[src/hw/rtl/rbch_pkg.sv]
// Shared constants for the ray and box closest-hit table.
// Request and status codes, default sizes and port widths.
// No dependencies.
package rbch_pkg;

    // default table depth and coordinate width
    localparam int DEF_MAX_BOXES  = 64;
    localparam int DEF_COORD_BITS = 32;

    // fixed port widths
    localparam int ID_W = 16;
    localparam int IO_W = 32;

    typedef logic [1:0] t_req;
    typedef logic [1:0] t_status;

    // request codes
    localparam t_req REQ_ADD = 2'd0;
    localparam t_req REQ_UPD = 2'd1;
    localparam t_req REQ_REM = 2'd2;
    localparam t_req REQ_RAY = 2'd3;

    // status codes
    localparam t_status ST_OK    = 2'd0;
    localparam t_status ST_NFND  = 2'd1;
    localparam t_status ST_FULL  = 2'd2;
    localparam t_status ST_NOHIT = 2'd3;

endpackage

[src/hw/rtl/rbch_div.sv]
// Bit-serial signed divider with quotient rounded toward minus infinity.
// Numerator is a slab distance scaled by 2^15, denominator a ray direction.
// Depends on rbch_pkg.
module rbch_div #(
    parameter int CW = 32
) (
    input  logic                   i_clk,
    input  logic                   i_rst_n,
    input  logic                   i_start,
    input  logic signed [CW+17:0]  i_num,
    input  logic signed [CW-1:0]   i_den,
    output logic                   o_done,
    output logic signed [CW+17:0]  o_quo
);
    import rbch_pkg::*;

    localparam int MW    = CW + 17;
    localparam int QW    = MW + 1;
    localparam int CNT_W = $clog2(MW);

    logic             r_busy;
    logic             r_fix;
    logic             r_done;
    logic [CNT_W-1:0] r_cnt;
    logic [MW-1:0]    r_num;
    logic [CW-1:0]    r_rem;
    logic [CW-1:0]    r_den;
    logic             r_neg;
    logic signed [QW-1:0] r_q;

    logic [MW:0]   w_num_abs;
    logic [CW-1:0] w_den_abs;
    logic [CW:0]   w_sh;
    logic          w_ge;
    logic [CW:0]   w_sub;

    // magnitudes of the operands
    assign w_num_abs = i_num[MW] ? (~i_num + 1'b1) : i_num;
    assign w_den_abs = i_den[CW-1] ? (~i_den + 1'b1) : i_den;

    // one restoring step
    assign w_sh  = {r_rem, r_num[MW-1]};
    assign w_ge  = (w_sh >= {1'b0, r_den});
    assign w_sub = w_sh - {1'b0, r_den};

    // control sequence
    always_ff @(posedge i_clk) begin
        if (!i_rst_n) begin
            r_busy <= 1'b0;
            r_fix  <= 1'b0;
            r_done <= 1'b0;
            r_cnt  <= '0;
        end else begin
            r_done <= !i_start && !r_busy && r_fix;
            if (i_start) begin
                r_busy <= 1'b1;
                r_cnt  <= '0;
            end else if (r_busy) begin
                r_cnt <= r_cnt + 1'b1;
                if (r_cnt == CNT_W'(MW - 1)) begin
                    r_busy <= 1'b0;
                    r_fix  <= 1'b1;
                end
            end else if (r_fix) begin
                r_fix  <= 1'b0;
            end
        end
    end

    // datapath
    always_ff @(posedge i_clk) begin
        if (i_start) begin
            r_num <= w_num_abs[MW-1:0];
            r_den <= w_den_abs;
            r_rem <= '0;
            r_neg <= i_num[MW] ^ i_den[CW-1];
        end else if (r_busy) begin
            r_num <= {r_num[MW-2:0], w_ge};
            r_rem <= w_ge ? w_sub[CW-1:0] : w_sh[CW-1:0];
        end else if (r_fix) begin
            // floor for a negative quotient with a remainder
            if (r_neg)
                r_q <= -($signed({1'b0, r_num}) + $signed({{MW{1'b0}}, (r_rem != '0)}));
            else
                r_q <= $signed({1'b0, r_num});
        end
    end

    assign o_done = r_done;
    assign o_quo  = r_q;

endmodule

[config.mk]
export PLATFORM = sky130hd
export DESIGN_NAME = rbch_div
export DESIGN_NICKNAME = d
export VERILOG_FILES = /design/src/hw/rtl/rbch_pkg.sv /design/src/hw/rtl/rbch_div.sv
export SDC_FILE = /design/constraint.sdc
export NUM_CORES = 1
export LEC_CHECK = 0
export BUFFER_PORTS_ARGS = -buffer_cell sky130_fd_sc_hd__buf_2
export CAP_MARGIN = 40
export CORE_UTILIZATION = 55
export DETAILED_ROUTE_END_ITERATION = 6
export PLACE_DENSITY = 0.87
export SYNTH_ARGS = -nofsm -noshare
export SYNTH_HDL_FRONTEND = slang
export SYNTH_SLANG_ARGS = --single-unit
[constraint.sdc]
create_clock -name i_clk -period 3.9 [get_ports i_clk]
set_input_delay 1.17 -clock i_clk [delete_from_list [all_inputs] [get_ports i_clk]]
set_output_delay 1.17 -clock i_clk [all_outputs]
set_load 0.1 [all_outputs]
### Word-level counts from Yosys, hierarchy flattened

Cells that the tools add are included.

| word-level totals | value |
|---|---|
| output and inout port bits | 51 |
| word-level logic and storage cells | 46 |
| input port bits | 85 |
| register bits | 173 |

| operators by class | value |
|---|---|
| add/sub/neg operators | 6 |
| bitwise gates (word level) | 6 |
| mux-type cells | 11 |
| equal/unequal tests | 2 |
| magnitude comparators | 1 |
| reductions and logical operators | 9 |

Operators with widths:

| cell | number |
|---|---|
| 49-bit two-way mux | 4 |
| 49-bit by 1-bit adder with 50-bit output | 1 |
| 50-bit negation | 1 |
| 49-bit by 1-bit adder with 49-bit output, second input constant | 1 |
| 49-bit NOT | 1 |
| 33-bit by 32-bit greater-or-equal comparator with 1-bit output | 1 |
| 32-bit by 1-bit adder with 32-bit output, second input constant | 1 |
| 32-bit two-way mux | 1 |
| 32-bit NOT | 1 |
| 32-bit nonzero test | 1 |
| 32-bit subtractor | 1 |
| 31-bit two-way mux | 1 |
| 6-bit by 1-bit adder with 6-bit output, second input constant | 1 |
| 6-bit equality test, second input constant | 1 |
| 1-bit two-way mux | 5 |
| 1-bit NOT | 3 |
| 3-bit AND reduction | 1 |
| 1-bit logical AND | 2 |
| 1-bit zero test | 2 |
| 2-bit by 1-bit != test with 1-bit output, second input constant | 1 |
| 2-bit AND reduction | 1 |
| 2-bit nonzero test | 1 |
| 2-bit OR reduction | 1 |
| 1-bit bitwise XOR | 1 |

### Longest topological paths before layout

Gate-level depths: netlist of run 1.

| logic depth | value |
|---|---|
| depth after elaboration | 4 |
| depth in mapped cells | 17 |
| gate-level depth less buffers | 17 |

### Worst setup path before layout of run 1

OpenSTA, ideal clock, no wires.

| timing path | value |
|---|---|
| path kind | register to register |
| start | register r_rem[24] |
| end | register r_q[47] (netlist: o_quo[47]), data pin |
| arrival time | 3.512 ns |
| required time | 3.639 ns |
| slack | 0.127 ns |
| setup time | 0.261 ns |
| path buffers | 0 |
| clock period less this slack | 3.773 ns |
| cell stages (with the launch flop) | 18 |
| path through | dfxtp_1 -> nor4_1 -> nand4_1 -> nor2_1 -> ha_1 -> ha_1 -> inv_1 -> ha_1 -> or2_1 -> a21oi_1 -> o211ai_1 -> a211oi_1 -> o2111ai_1 -> and2_1 -> o21a_1 -> o21bai_1 -> a211oi_1 -> a311o_1 |

| on the way | value |
|---|---|
| word-level cells in the longest chain between the ends | 4 |

Ends and longest elaborated chain:

| what | line | RTL |
|---|---|---|
| start: declaration | rbch_div.sv:26 | `logic [CW-1:0] r_rem;` |
| start signal: assignment | rbch_div.sv:79 | `r_rem <= w_ge ? w_sub[CW-1:0] : w_sh[CW-1:0];` |
| 32-bit nonzero test | rbch_div.sv:83 | `r_q <= -($signed({1'b0, r_num}) + $signed({{MW{1'b0}}, (r_rem != '0)}));` |
| 49-bit by 1-bit adder with 50-bit output | rbch_div.sv:83 |  |
| 50-bit negation | rbch_div.sv:83 |  |
| 49-bit two-way mux | rbch_div.sv:82 | `if (r_neg)` |
| end signal: assignment | rbch_div.sv:83 |  |
| end signal: assignment | rbch_div.sv:85 | `r_q <= $signed({1'b0, r_num});` |
| end: declaration | rbch_div.sv:29 | `logic signed [QW-1:0] r_q;` |

No other way between the ends.
A chain may end at the register's enable or synchronous reset.

### Worst setup path in the final report of run 1

| timing path | value |
|---|---|
| start | register r_rem[14] |
| end | register r_q[45] (netlist: o_quo[45]), data pin |

The elaborated chain is that of the path after synthesis.

==> results of run 1 <==
-- where the power goes --
part | internal, mW | switching, mW | total (mW) | leakage (nW)
combinational | 0.971 | 1.39 | 2.37 | 4.83
sequential | 2.18 | 0.0990 | 2.28 | 1.60
clock | 1.02 | 0.784 | 1.80 | 0.290
total | 4.17 | 2.28 | 6.45 | 6.71
-- Yosys cell counts, drive strengths merged (2+ instances only) --
master,n,share of area
edfxtp,132,0.30
o21ai,132,0.050
nand2,127,0.036
a21oi,122,0.047
nor2,116,0.034
inv,113,0.032
ha,87,0.083
xor2,72,0.048
xnor2,69,0.046
clkbuf,54,0.015
a21o,53,0.030
nand3,51,0.019
dfxtp,41,0.062
o31ai,25,0.015
nand4,24,0.011
nor4,23,0.012
a311oi,21,0.014
or3,21,0.010
and3,19,0.0090
nand2b,18,0.0093
nor3,18,0.0072
mux2i,16,0.012
a31oi,14,0.0067
o211ai,14,0.0080
a211oi,11,0.0063
buf,11,0.0041
or4,11,0.0074
nor2b,9,0.0043
o41ai,9,0.0060
or2,9,0.0045
and2,8,0.0038
o311ai,8,0.0053
o21bai,7,0.0040
o21a,6,0.0034
a211o,5,0.0033
a21boi,5,0.0029
a311o,3,0.0023
a31o,3,0.0020
and4,3,0.0020
o211a,3,0.0023
mux2,2,0.0020
o22ai,2,0.00095
o311a,2,0.0015
-- logic make-up after synthesis --
group / synth area share
AO/OA/AOI/OAI: 0.2184
XOR/XNOR: 0.09383
adder cells (fa/ha/maj): 0.08423
buffers and inverters: 0.05171
flip-flops: 0.3635
multiplexers: 0.01416
AND/OR/NAND/NOR: 0.1742
-- placed cells by master, fill, tap and decap left out, types with 5 or more instances in the layout --
cell       Yosys  final
nand3_1       51     51
or4_1          7      7
or3_1         19     19
and2_1         8      6
buf_2          4    134
nor2_1       115    115
o211ai_1      14     14
o21bai_1       7      6
nor3_1        17     17
o41ai_1        9      9
o31ai_1       24     23
a21oi_1      120    119
edfxtp_1     132    132
nor4_2         0      5
nand2b_1      16     16
a211oi_1      11      8
mux2i_1       16     16
nand4_1       24     24
nor2b_1        9      8
o21ai_0       92     92
a311oi_1      21     21
dfxtp_1       41     40
o311ai_0       6      5
o21a_1         6      6
nand2_1      126    126
and3_1        19     19
a31oi_1       14     14
o21ai_1       39     38
a21o_1        53     53
inv_1        112    110
ha_1          87     84
buf_4          0     77
clkbuf_16      0     17
xor2_1        72     72
a211o_1        5      5
xnor2_1       69     68
nor4_1        22     16
-- layer usage --
metal | global-route usage | share of wire | vias up
met5 | 0 | 0 | -
met4 | 0.1106 | 0.029 | 0
met2 | 0.4906 | 0.49 | 596
li1 | - | - | 5884
met1 | 0.3523 | 0.40 | 5724
met3 | 0.03988 | 0.082 | 90
-- repair_timing --
item / CTS / global route
hold buffers: 0 / 0
setup endpoints to repair: 3 / 15
pin swaps: 4 / 20
hold endpoints to repair: 0 / 0
gates resized for setup: 5 / 26
setup buffers: 0 / 3
-- flip-flops by register name, summed over array words and instances, names as in the netlist --
| name | cells |
|---|---|
| r_fix | 1 |
| o_done | 1 |
| r_rem | 32 |
| o_quo | 50 |
| r_cnt | 6 |
| r_num | 49 |
| r_den | 32 |
| r_busy | 1 |
| r_neg | 1 |
-- final cells by class --
cell class | count | area share
inverter | 113 | 0.02758
multi-input combinational | 1163 | 0.5102
clock buffer | 17 | 0.02766
timing repair buffer | 214 | 0.08510
sequential | 173 | 0.3113
tap | 319 | 0.02595
clock inverter | 15 | 0.01212
-- per-stage QoR --
| stage | total power [mW] | std cells | setup TNS (ns) | setup WS (ns) | util |
|---|---|---|---|---|---|
| after floorplan | 3.907 | 1514 | 0 | 0.1271 | - |
| after detailed placement | 4.539 | 1979 | -0.2762 | -0.08032 | 0.6216 |
| final | 6.451 | 2014 | 0 | 0.1237 | 0.6552 |
| after global routing | 6.744 | 2014 | -0.09499 | -0.06912 | 0.6552 |
| after CTS | 6.341 | 2011 | 0 | 0.01323 | 0.6490 |
| after global placement | 4.470 | 1978 | -0.09710 | -0.05093 | 0.6213 |
-- worst max-delay path: stages, from the launching register on --
cell and delay, ns:
dfxtp_4 0.36, nor4_4 0.29, nand4_1 0.17, nor2_1 0.15, ha_2 0.21, ha_4 0.14, inv_2 0.04, ha_4 0.15
or2_4 0.25, a21oi_2 0.15, o211ai_1 0.13, a211oi_2 0.24, buf_4 0.16, o2111ai_4 0.12, and2_4 0.20, o21a_1 0.21
o21bai_2 0.19, buf_4 0.15, xnor2_2 0.09, mux2i_1 0.08
-- worst paths after layout --
| kind | start | endpoint | slack [ns] |
|---|---|---|---|
| worst min-delay path | r_cnt[5]$_SDFFE_PP0P_ | r_cnt[5]$_SDFFE_PP0P_ | 0.50 |
| worst max register to register | r_rem[14]$_SDFFE_PP0P_ | o_quo[45]$_DFFE_PP_ | 0.12 |
| worst min register to register | r_cnt[5]$_SDFFE_PP0P_ | r_cnt[5]$_SDFFE_PP0P_ | 0.50 |
| worst max-delay path | r_rem[14]$_SDFFE_PP0P_ | o_quo[45]$_DFFE_PP_ | 0.12 |
==> results.ini, run 1 <==
[setup_path]
cp_max_fo=4
critPathKind=flip-flop to flip-flop
cp-start-kind=flip-flop
reg2reg_depth=19
required_ns=4.06
end_kind=flip-flop
arrival_ns=3.93

[final_layout]
fillerInstances=1831
diodes=0
syn2layout_area_growth_pct=16.86
drive_above_1_share=0.1752
final_area_um2=15380
final-seq-area_um2=4788
multi_input_area_um2=7848
layout.nets=1855

[sta]
finalMaxSlewViolations=0
max_freq_mhz=264.8
rsz0062_at_grt=true
holdWs_ns=0.4967
fin_worst_skew_ns=0.01034
hold_viol=0
tightestPinTransition_ns=0.9118
setup_viol=0
final.min_clock_period_ns=3.776
relSlewSlack=0.3921
finalCritPeriodShare=0.9683

[cts]
path_clk_slew_ns=0.07
clockBufferDepth=2
clkLatencyLatePin_ns=0.44
numCtsBuffers=17
cts_root_buf=clkbuf_16
tritoncts=built
cts_htree_levels=4
cts.sinks=173

[pwr]
cellPowerDensity_nw_per_um2=419.5
leakage_nw=6.715
peakVddDrop_v=0.0002447

[placement]
gp_congestion=0.9411
dp_hpwl_um=25880
portBuffers=135
place_area_um2=14590

[synth]
synth_warnings=0
synth-async-reset-ratio=0
synth_edf_count=132
avgSynthCellArea_um2=8.693
synthFlopType=edfxtp_1
syn-num-nets=1687
synth_seq_area_share=0.3635
syn-instance-count=1514
ys_types=80
synthesis.area_um2=13160
synth_seq_cells=173

[drt]
drt_wl_total_um=34930
viasPerCell=6.104
drt_iter0_markers=1005
num_vias=12290
drc=0
antenna_left=0
firstDrtPassIters=5
wl_per_cell_um=17.34

[grt]
overflow=0
antenna_found_initial=0
grt_usage=0.2822
grt_pass1_wl_um=55180
grt_max_degree=104
grt_pass1_vias=11440

[run]
drv_cap=0

[floorplanning]
row_count=56
die_h_um=156.7
die_w_um=156.7
core_area_um2=23470
start_util=0.5607
die-area_um2=24550
ioPinCount=136

[worst_hold_path]
hp-class=flip-flop to flip-flop
hold_depth=2

[outcome]
status=completed

(Power assumes the default switching activity.)
==> run 2, diff against run 1 <==
--- a/config.mk
+++ b/config.mk
@@ -10,6 +10,7 @@
 export CORE_UTILIZATION = 55
 export DETAILED_ROUTE_END_ITERATION = 6
 export PLACE_DENSITY = 0.87
+export SETUP_SLACK_MARGIN = 0.3
 export SYNTH_ARGS = -nofsm -noshare
 export SYNTH_HDL_FRONTEND = slang
 export SYNTH_SLANG_ARGS = --single-unit
==> run 2 against run 1 <==
Register-to-register slack got worse by 0.04 ns. Sequential power about the same. Final area increased by 1.8%. Global-route usage about the same. Maximum frequency decreased by 1.1%. Flip-flop and latch count unchanged. Combinational power increased by 5%. Critical path type unchanged.
==> results.ini, run 2 (synthesis gave the netlist of run 1 again) <==
[sta]
holdWs_ns=0.4896
setup_viol=0
relSlewSlack=0.4963
fin_worst_skew_ns=0.01412
rsz0062_at_grt=true
tightestPinTransition_ns=0.7510
finalCritPeriodShare=0.9795
hold_viol=0
max_freq_mhz=261.8
final.min_clock_period_ns=3.820
finalMaxSlewViolations=0

[final_layout]
final_cell_mix=buf_2, edfxtp_1, nand2_1
largest_register_ffs=50
drive_above_1_share=0.1965
fillerInstances=1800
syn2layout_area_growth_pct=18.94
diodes=0
layout.nets=1865
final_common_cell=buf_2
instances_no_fill=2024

[floorplanning]
start_util=0.5607
die_h_um=156.7
die-area_um2=24550
die_w_um=156.7
ioPinCount=136
row_count=56
core_area_um2=23470

[pwr]
p_comb_frac=0.385
leakage_nw=6.819
p_clk_frac=0.263
power_frac_seq=0.353
cellPowerDensity_nw_per_um2=412.4
peakVddDrop_v=0.0002904
p_switching_mw=2.387
intPower_mw=4.070
swShare=0.3697

[setup_path]
end_kind=flip-flop
critPathKind=flip-flop to flip-flop
cp_max_fo=4
required_ns=4.08
arrival_ns=4.00
cp-start-kind=flip-flop

[drt]
drt_iter0_markers=1235
firstDrtPassIters=6
viasPerCell=6.217
wl_per_cell_um=17.41
drt_wl_total_um=35240
antenna_left=0
num_vias=12580
drc=0

[grt]
grt_pass1_wl_um=55290
grt_pass1_vias=11670
antenna_found_initial=0
overflow=0
grt_usage=0.2820
grt_max_degree=103

[cts]
cts.sinks=173
numCtsBuffers=17
clockBufferDepth=2
holdBufCountCts=0
tritoncts=built
cts_root_buf=clkbuf_16
clkLatencyLatePin_ns=0.44
path_clk_slew_ns=0.08
cts_htree_levels=4

[run]
drv_cap=0

[placement]
gp_congestion=0.9522
dp_hpwl_um=25240
place_inst=1981
portBuffers=135

[outcome]
status=completed

[worst_hold_path]
hp-class=flip-flop to flip-flop

[run 2: cell types whose count changed in the layout (fill, tap and decap cells not counted), sizes merged]
cell / delta
buf: +10
inv: +4
bufinv: -3
clkinvlp: -1
[run 2: what timing repair did]
| action | in CTS | in global routing |
|---|---|---|
| buffers inserted | 1 | 10 |
| resized for setup | 26 | 47 |
| endpoints found under the setup margin | 18 | 32 |
| pin swaps | 17 | 21 |
[run 2: power by group through the flow]
stage	Clock (mW)	Combinational [mW]	Sequential, mW
floorplan	0	1.62	2.29
global placement	0	2.16	2.31
detailed placement	0	2.24	2.31
CTS	1.69	2.30	2.27
global route	1.76	2.70	2.29
finish	1.70	2.48	2.28
[run 2: layout make-up]
| cell class | instances | area, µm² | area share |
|---|---|---|---|
| Inverter | 113 | 426.7 | 0.02726 |
| Tap cell | 319 | 399.1 | 0.02550 |
| Multi-Input combinational cell | 1163 | 8016 | 0.5121 |
| Clock inverter | 15 | 148.9 | 0.009512 |
| Sequential cell | 173 | 4790 | 0.3060 |
| Clock buffer | 17 | 425.4 | 0.02718 |
| Timing Repair Buffer | 224 | 1448 | 0.09248 |
[run 2: layer usage]
layer	global-route usage	wire, µm	vias to the layer above
met2	0.4883	17020	684
met4	0.1452	1529	0
met5	0	0	-
li1	-	-	5907
met1	0.3429	13880	5857
met3	0.03655	2810	136
[run 2: final timing paths]
| check | start | end | slack, ns | cells after the start |
|---|---|---|---|---|
| setup / recovery | r_rem[3]$_SDFFE_PP0P_ | o_quo[49]$_SDFFCE_PN0P_ | 0.08 | 17 |
| hold / removal | r_cnt[5]$_SDFFE_PP0P_ | r_cnt[5]$_SDFFE_PP0P_ | 0.49 | 2 |
| setup reg to reg | r_rem[3]$_SDFFE_PP0P_ | o_quo[49]$_SDFFCE_PN0P_ | 0.08 | 17 |
| hold reg to reg | r_cnt[5]$_SDFFE_PP0P_ | r_cnt[5]$_SDFFE_PP0P_ | 0.49 | 2 |
[run 2: through the flow]
stage / total power [mW] / utilization / setup slack (ns) / setup TNS, ns / cell area [µm²]
after floorplan: 3.908 / - / 0.1730 / 0 / 13170
after CTS: 6.269 / 0.6547 / 0.1995 / 0 / 15370
after detailed placement: 4.546 / 0.6244 / -0.1033 / -0.3893 / 14660
after global routing: 6.755 / 0.6669 / -0.05127 / -0.1374 / 15650
final: 6.456 / 0.6669 / 0.07986 / 0 / 15650
after global placement: 4.472 / 0.6229 / -0.02851 / -0.07243 / 14620
[run 2: critical path: stages (launching register included)]
cell and delay (ns):
dfxtp_2 0.34, nor4_4 0.30, nand4_1 0.18, nor2_1 0.16
ha_2 0.20, ha_4 0.15, inv_4 0.04, ha_4 0.15
or2_4 0.25, a21oi_2 0.16, o211ai_1 0.13, a211oi_2 0.36
o2111ai_2 0.19, and2_4 0.21, o21a_1 0.20, buf_6 0.13
o31ai_4 0.28, o211ai_1 0.14
==> run 3, diff against run 2 <==
--- a/config.mk
+++ b/config.mk
@@ -10,6 +10,7 @@
 export CORE_UTILIZATION = 55
 export DETAILED_ROUTE_END_ITERATION = 6
 export PLACE_DENSITY = 0.87
+export REMOVE_ABC_BUFFERS = 1
 export SETUP_SLACK_MARGIN = 0.3
 export SYNTH_ARGS = -nofsm -noshare
 export SYNTH_HDL_FRONTEND = slang
==> run 3 against run 2 <==
Global-route usage increased by 0.85 points. Via count decreased by 1.4%. Highest routed layer unchanged. Sequential share of layout area increased by 0.15 points. Utilization decreased by 0.32 points. Maximum frequency increased by 1.8%. Sequential power about the same. Register-to-register slack improved by 0.07 ns. Flip-flop and latch count unchanged. Hold slack improved by 0.011 ns. Largest cell class unchanged. Clock-buffer cell count increased by 1. Combinational power about the same. Critical path type unchanged. Clock skew decreased by 0.00083 ns.
==> results.ini, run 3 (synthesis gave the netlist of run 1 again) <==
[outcome]
status=completed

[sta]
hold_viol=0
fin_worst_skew_ns=0.01329
finalMaxSlewViolations=0
finalCritPeriodShare=0.9621
tightestPinTransition_ns=0.9219
setup_tns_ns=0
relSlewSlack=0.3854
rsz0062_at_grt=true
final.min_clock_period_ns=3.752
max_freq_mhz=266.5
setup_viol=0

[setup_path]
critPathKind=flip-flop to flip-flop
cp-start-kind=flip-flop
required_ns=4.06
arrival_ns=3.91
end_kind=flip-flop
cp_max_fo=4

[final_layout]
instances_no_fill=2028
layout.nets=1868
drive_above_1_share=0.1950
final_common_cell=buf_2
utilization=0.6637
fillerInstances=1801
final_cell_mix=buf_2, edfxtp_1, nand2_1
largest_register_ffs=50
syn2layout_area_growth_pct=18.37

[drt]
drt_wl_total_um=35540
drc=0
viasPerCell=6.116
wl_per_cell_um=17.52
drt_iter0_markers=1100
antenna_left=0
num_vias=12400
firstDrtPassIters=6

[cts]
cts_root_buf=clkbuf_16
cts_htree_levels=4
cts.sinks=173
path_clk_slew_ns=0.06
clkLatencyLatePin_ns=0.44
numCtsBuffers=17
clockBufferDepth=2
tritoncts=built

[pwr]
peakVddDrop_v=0.0002931
leakage_nw=6.759
cellPowerDensity_nw_per_um2=405.3

[placement]
portBuffers=135
gp_congestion=0.9606
dp_hpwl_um=25760
place_inst=1980

[worst_hold_path]
hp-class=flip-flop to flip-flop

[grt]
grt_pass1_vias=11570
antenna_found_initial=1
grt_pass1_wl_um=56300
overflow=0
grt_usage=0.2905
grt_max_degree=90

[floorplanning]
die_w_um=156.7
die-area_um2=24550
die_h_um=156.7
core_area_um2=23470
start_util=0.5607
ioPinCount=136
row_count=56

[run]
drv_cap=0

## run 3: worst paths after layout
check                               from             endpoint  slack (ns)  cells after the start
hold reg to reg       r_fix$_SDFFE_PN0P_    o_done$_SDFF_PN0_        0.50                      1
hold / removal        r_fix$_SDFFE_PN0P_    o_done$_SDFF_PN0_        0.50                      1
setup / recovery  r_rem[14]$_SDFFE_PP0P_  o_quo[45]$_DFFE_PP_        0.15                     19
setup reg to reg  r_rem[14]$_SDFFE_PP0P_  o_quo[45]$_DFFE_PP_        0.15                     19
## run 3: final cells by class
class	instances	area (µm²)	area share
diodes	1	2.502	0.0001606
clock buffers	18	429.2	0.02755
clock inverters	14	96.34	0.006184
inverters	113	424.2	0.02723
multi-input cells	1163	8014	0.5144
flip-flops and latches	173	4790	0.3074
well taps	319	399.1	0.02562
repair buffers	227	1424	0.09140
## run 3: power by group
part / switching, mW / internal (mW)
Clock: 0.748 / 0.811
Combinational: 1.44 / 1.04
Sequential: 0.0932 / 2.18
Total: 2.28 / 4.03
## run 3: metrics by stage
step / instance area (µm²) / hold WS, ns / power [mW] / worst slack [ns]
3_3_place_gp: 14590 / 0.4630 / 4.453 / -0.03260
2_1_floorplan: 12900 / 0.4453 / 3.873 / 0.1304
5_1_grt: 15580 / 0.5192 / 6.621 / -0.03145
4_1_cts: 15330 / 0.5036 / 6.147 / 0.1793
3_5_place_dp: 14590 / 0.4916 / 4.528 / -0.1649
6_report: 15580 / 0.5010 / 6.314 / 0.1478
## run 3: what timing repair did
action                     in CTS  in global routing
hold buffers                    0                  0
buffers inserted                8                  7
pin swaps                      28                 25
setup endpoints to repair      22                 59
resized for setup              35                 40
## run 3: critical path, cell delays in order, from the launching register on
cell and delay (ns):
dfxtp_4 0.36, nor4_4 0.33, nand4_1 0.16, nor2_2 0.17
ha_4 0.17, ha_4 0.14, inv_2 0.04, ha_4 0.15
or2_4 0.26, a21oi_4 0.15, o211ai_1 0.16, a211oi_2 0.22
buf_4 0.17, o2111ai_4 0.12, and2_4 0.17, o21a_1 0.19
o21bai_2 0.17, buf_4 0.16, xnor2_2 0.10, mux2i_1 0.08
## run 3: layer usage
| layer | wire length, µm | share of wire | track usage | vias to the layer above |
|---|---|---|---|---|
| li1 | - | - | - | 5917 |
| met1 | 14210 | 0.40 | 0.3534 | 5786 |
| met2 | 17500 | 0.49 | 0.5098 | 605 |
| met3 | 2634 | 0.074 | 0.04209 | 96 |
| met4 | 1190 | 0.033 | 0.1265 | 0 |
| met5 | 0 | 0 | 0 | - |
